$ cat src/hw/rtl/ecf_div.sv
// Restoring divider for the fade phase: one quotient bit per cycle, MSB first.
// The quotient must fit in QUO_W bits. Depends on nothing.
module ecf_div #(
    parameter int NUM_W = 34,
    parameter int DEN_W = 24,
    parameter int QUO_W = 9
) (
    input  logic             i_clk,
    input  logic             i_rst_n,
    input  logic             i_start,
    input  logic [NUM_W-1:0] i_num,
    input  logic [DEN_W-1:0] i_den,
    output logic             o_done,
    output logic [QUO_W-1:0] o_quo
);

    localparam int DSH_W = DEN_W + QUO_W - 1;
    localparam int CNT_W = $clog2(QUO_W + 1);

    logic [NUM_W-1:0] r_rem;
    logic [DSH_W-1:0] r_dsh;
    logic [CNT_W-1:0] r_cnt;
    logic [QUO_W-1:0] r_quo;
    logic             r_done;
    logic [NUM_W-1:0] dsh_ext;
    logic [NUM_W-1:0] diff;
    logic             ge;

    always_comb begin
        dsh_ext = NUM_W'(r_dsh);
        ge      = (r_rem >= dsh_ext);
        diff    = r_rem - dsh_ext;
    end

    always_ff @(posedge i_clk) begin
        if (!i_rst_n) begin
            r_cnt  <= '0;
            r_done <= 1'b0;
        end else begin
            r_done <= 1'b0;
            if (i_start) begin
                r_rem <= i_num;
                r_dsh <= DSH_W'(i_den) << (QUO_W - 1);
                r_cnt <= CNT_W'(QUO_W);
            end else if (r_cnt != '0) begin
                if (ge) begin
                    r_rem <= diff;
                end
                r_quo <= {r_quo[QUO_W-2:0], ge};
                r_dsh <= r_dsh >> 1;
                r_cnt <= r_cnt - CNT_W'(1);
                if (r_cnt == CNT_W'(1)) begin
                    r_done <= 1'b1;
                end
            end
        end
    end

    assign o_done = r_done;
    assign o_quo  = r_quo;

endmodule

$ cat config.mk
export PLATFORM = sky130hd
export DESIGN_NAME = ecf_div
export DESIGN_NICKNAME = d
export VERILOG_FILES = /design/src/hw/rtl/ecf_div.sv
export SDC_FILE = /design/constraint.sdc
export NUM_CORES = 1
export LEC_CHECK = 0
export BUFFER_PORTS_ARGS = -buffer_cell sky130_fd_sc_hd__buf_2
export CAP_MARGIN = 10
export CORE_UTILIZATION = 40
export DETAILED_ROUTE_END_ITERATION = 7
export GPL_ROUTABILITY_DRIVEN = 0
export PLACE_DENSITY = 0.66
export SETUP_SLACK_MARGIN = 0.02
export SYNTH_ARGS = -nofsm -noshare
export SYNTH_HDL_FRONTEND = slang
export SYNTH_SLANG_ARGS = --single-unit
$ cat constraint.sdc
create_clock -name i_clk -period 5.75 [get_ports i_clk]
set_clock_uncertainty 0.15 [all_clocks]
set_input_delay 0.8625 -clock i_clk [delete_from_list [all_inputs] [get_ports i_clk]]
set_output_delay 0.8625 -clock i_clk [all_outputs]
set_load 0.01 [all_outputs]
==> metrics.md <==
| Metric | Value |
|---|---|
| Least-Margin Pin Slew | 1.05 ns |
| Post-DP HPWL | between 9000 and 10000 um |
| CP Buf/Inv Count | 2 |
| Crit path max-delay family | compound AO/OA/AOI/OAI gates |
| Main synth FF type | edfxtp_1 |
| Ports | between 70 and 80 |
| Syn nets | 659 |
| Iter 0 DRT Violations | roughly 310 |
| Layout cells sized above 1 | between 10% and 20% |
| Largest net degree at the start of global routing | 76 |
| Final Hold Viols | 0 |
| Distinct cells, synth | 60 |
| WP data required | 5.62 ns |
| Post-synth EDFFs | 75 |
| Syn Std Cell Area | around 5300 um2 |
| Clock sink count | 80 |
| # nets final | roughly 700 |
| CTS resizes | 0 |
| WP data arrival | ~3.7 ns |
| Ys Warns | 0 |
| Initial antenna violation count | 0 |
| Clock tree buffer depth | 2 |
| Pre-Repair DR Iteration Count | 5 |
| Critical Path Start Type | flip-flop |
| Max frequency | 263 MHz |
| Final WL | roughly 12000 um |
| Num CTS Buffers | 9 |
| Buffers on Ports | 70 |
| Most frequent cell after synthesis | nand2_1 |
| Hold WC Path Type | flip-flop to flip-flop |
| Wirelength per Cell | 15.5 um |
| Post-synth top cells | nand2_1, edfxtp_1, o21ai_0, inv_1, a21oi_1 |
| Avg Cell Area, Syn | approximately 9.3 um2 |
| Critical path launch point | r_rem[0] |
| Post-synth top area share | a little over two fifths |
| Slew HR | between 20 and 30% |
| Synth async-reset ratio | 0% |
| First-pass GRT wire length | roughly 20000 um |
| Synth top area cells | edfxtp_1, ha_1, nand2_1, o21ai_0, a21oi_1 |
| Fin. max-slew vios | 0 |
| CTS tree | done |
| CP max FO | 21 |
| Setup crit end kind | flip-flop |
| Area growth syn-to-layout | 15.3% |
| Mapped Cells | around 560 |
| H-tree depth | 3 |
| Postcts setup bufs | 0 |
| Clock Latency Late Sink | about 0.35 ns |
| CP max-delay cell | o21a_1 |
| Via count | ~4300 |
| Die Y | ~120 um |
| Die area | around 14000 um2 |
| Gr usage total | 19.4% |
| FP Rows | 41 |
| Outcome | finished clean |
| Diode count | 0 |
| CP cell instances | inv_1 -> ha_1 -> fa_1 -> nand2b_1 -> a21oi_1 -> a211oi_4 -> a31oi_2 -> a21oi_2 -> o21bai_1 -> o21a_1 -> buf_4 |
| Static leakage | about 2.5 nW |
| Root buffer cell | clkbuf_16 |
| WS Path Type | flip-flop to flip-flop |
| Worst r2r src | r_rem[0] |
| Vias in the first global route | about 4200 |
| Min Tclk post-route | 3.81 ns |
| Pwr dens | ~360 nW/um2 |
| DRC violation count after routing | 0 |
| CTS clk-pin slew, worst paths | around 0.06 ns |
| Period utilization | between 60% and 70% |
| Slowest stage delay, CP | approximately 0.55 ns |
| Yosys reg bits | 80 |
| Cts hold-fix bufs | 0 |
| RSZ-0062 raised after global routing | no |
| Sequential element share of the synthesized area | around 45% |
| Die extent in x | between 100 and 150 um |
| Final setup vio count | 0 |
| Top cell type by total area after synthesis | edfxtp_1 |
| Hold Crit Start | o_quo[1] |
| Vias/cell | between 5 and 6 |
| Final ANT Viol Nets | 0 |
| Fillers | ~1300 |
| Max Cap Viol | 0 |
| Core box area | ~13000 um2 |
| Peak VDD IR | roughly 130 uV |
| Congestion Overflow GR | 0 |
| Initial Util | between 40% and 50% |
| Pwr Total | between 2 and 2.5 mW |
| Setup TNS | 0 ns |
path summary, 6_finish.rpt:
path,to,slack (ns),cells after the start
setup reg to reg,r_rem[23],1.94,11
hold / removal,o_quo[2],0.30,0
hold reg to reg,o_quo[2],0.30,0
setup / recovery,r_rem[23],1.94,11
final cells by class:
type / instances / area [um2] / area share (%)
multi-input cells: 415 / 2640 / 43.6
flip-flops and latches: 80 / 2350 / 38.8
repair buffers: 73 / 375 / 6.19
clock buffers: 14 / 284 / 4.69
well taps: 172 / 215 / 3.55
inverters: 42 / 158 / 2.60
clock inverters: 2 / 35.0 / 0.578
kinds of logic (layout without fill, tap and decap cells):
kind of cell	count (synthesis)	after routing	share of synthesized area (%)
AOI/OAI and AO/OA	180	180	21.9
and+or+nand+nor	172	172	15.2
DFF	80	80	44.8
buffers and inverters	68	131	5.00
adders and majority gates	35	35	8.47
xor gates and xnor gates	27	27	4.50
muxes	1	1	0.190
registers in the layout, indices dropped and copies added, names as in the netlist:
| name | flops |
|---|---|
| r_cnt | 4 |
| r_rem | 34 |
| r_dsh | 32 |
| o_done | 1 |
| o_quo | 9 |
where the power goes:
part,total (mW),switching (mW),internal (mW)
Clock,0.616,0.233,0.383
Sequential,0.770,0.0270,0.743
Combinational,0.789,0.478,0.311
Total,2.17,0.738,1.44
cell usage in the layout (no fill, tap or decap), types with 4 or more instances in the layout:
| cell type | instances |
|---|---|
| edfxtp_1 | 75 |
| o21bai_1 | 7 |
| a2111oi_0 | 4 |
| buf_4 | 4 |
| a21o_1 | 14 |
| xor2_1 | 10 |
| and2_1 | 5 |
| dfxtp_1 | 5 |
| nand4_1 | 13 |
| clkbuf_16 | 9 |
| o21ai_0 | 53 |
| o211ai_1 | 5 |
| buf_2 | 69 |
| o21a_1 | 8 |
| ha_1 | 34 |
| o21ai_1 | 16 |
| a211oi_1 | 4 |
| xnor2_1 | 17 |
| clkbuf_8 | 4 |
| a31oi_1 | 4 |
| nor3_1 | 8 |
| inv_1 | 42 |
| nand2_1 | 85 |
| nand3_1 | 5 |
| nor2_1 | 34 |
| a21oi_1 | 35 |
metal layers:
layer	GRT usage (%)	up-vias	part of all wire, %
met3	3.53	17	3.8
li1	-	2164	-
met2	31.4	88	46
met1	25.0	2009	48
met5	0	-	0
met4	9.45	0	2.0
through the flow:
stage / setup WS, ns / hold WS (ns) / utilization, % / area, um2 / std cells
after floorplan: 2.32 / 0.329 / - / 5260 / 563
after global placement: 2.05 / 0.276 / 45.1 / 5740 / 782
after detailed placement: 1.93 / 0.286 / 45.1 / 5740 / 782
after CTS: 1.93 / 0.300 / 47.6 / 6060 / 798
after global routing: 1.65 / 0.312 / 47.6 / 6060 / 798
final: 1.94 / 0.298 / 47.6 / 6060 / 798
(Power assumes the default switching activity.)
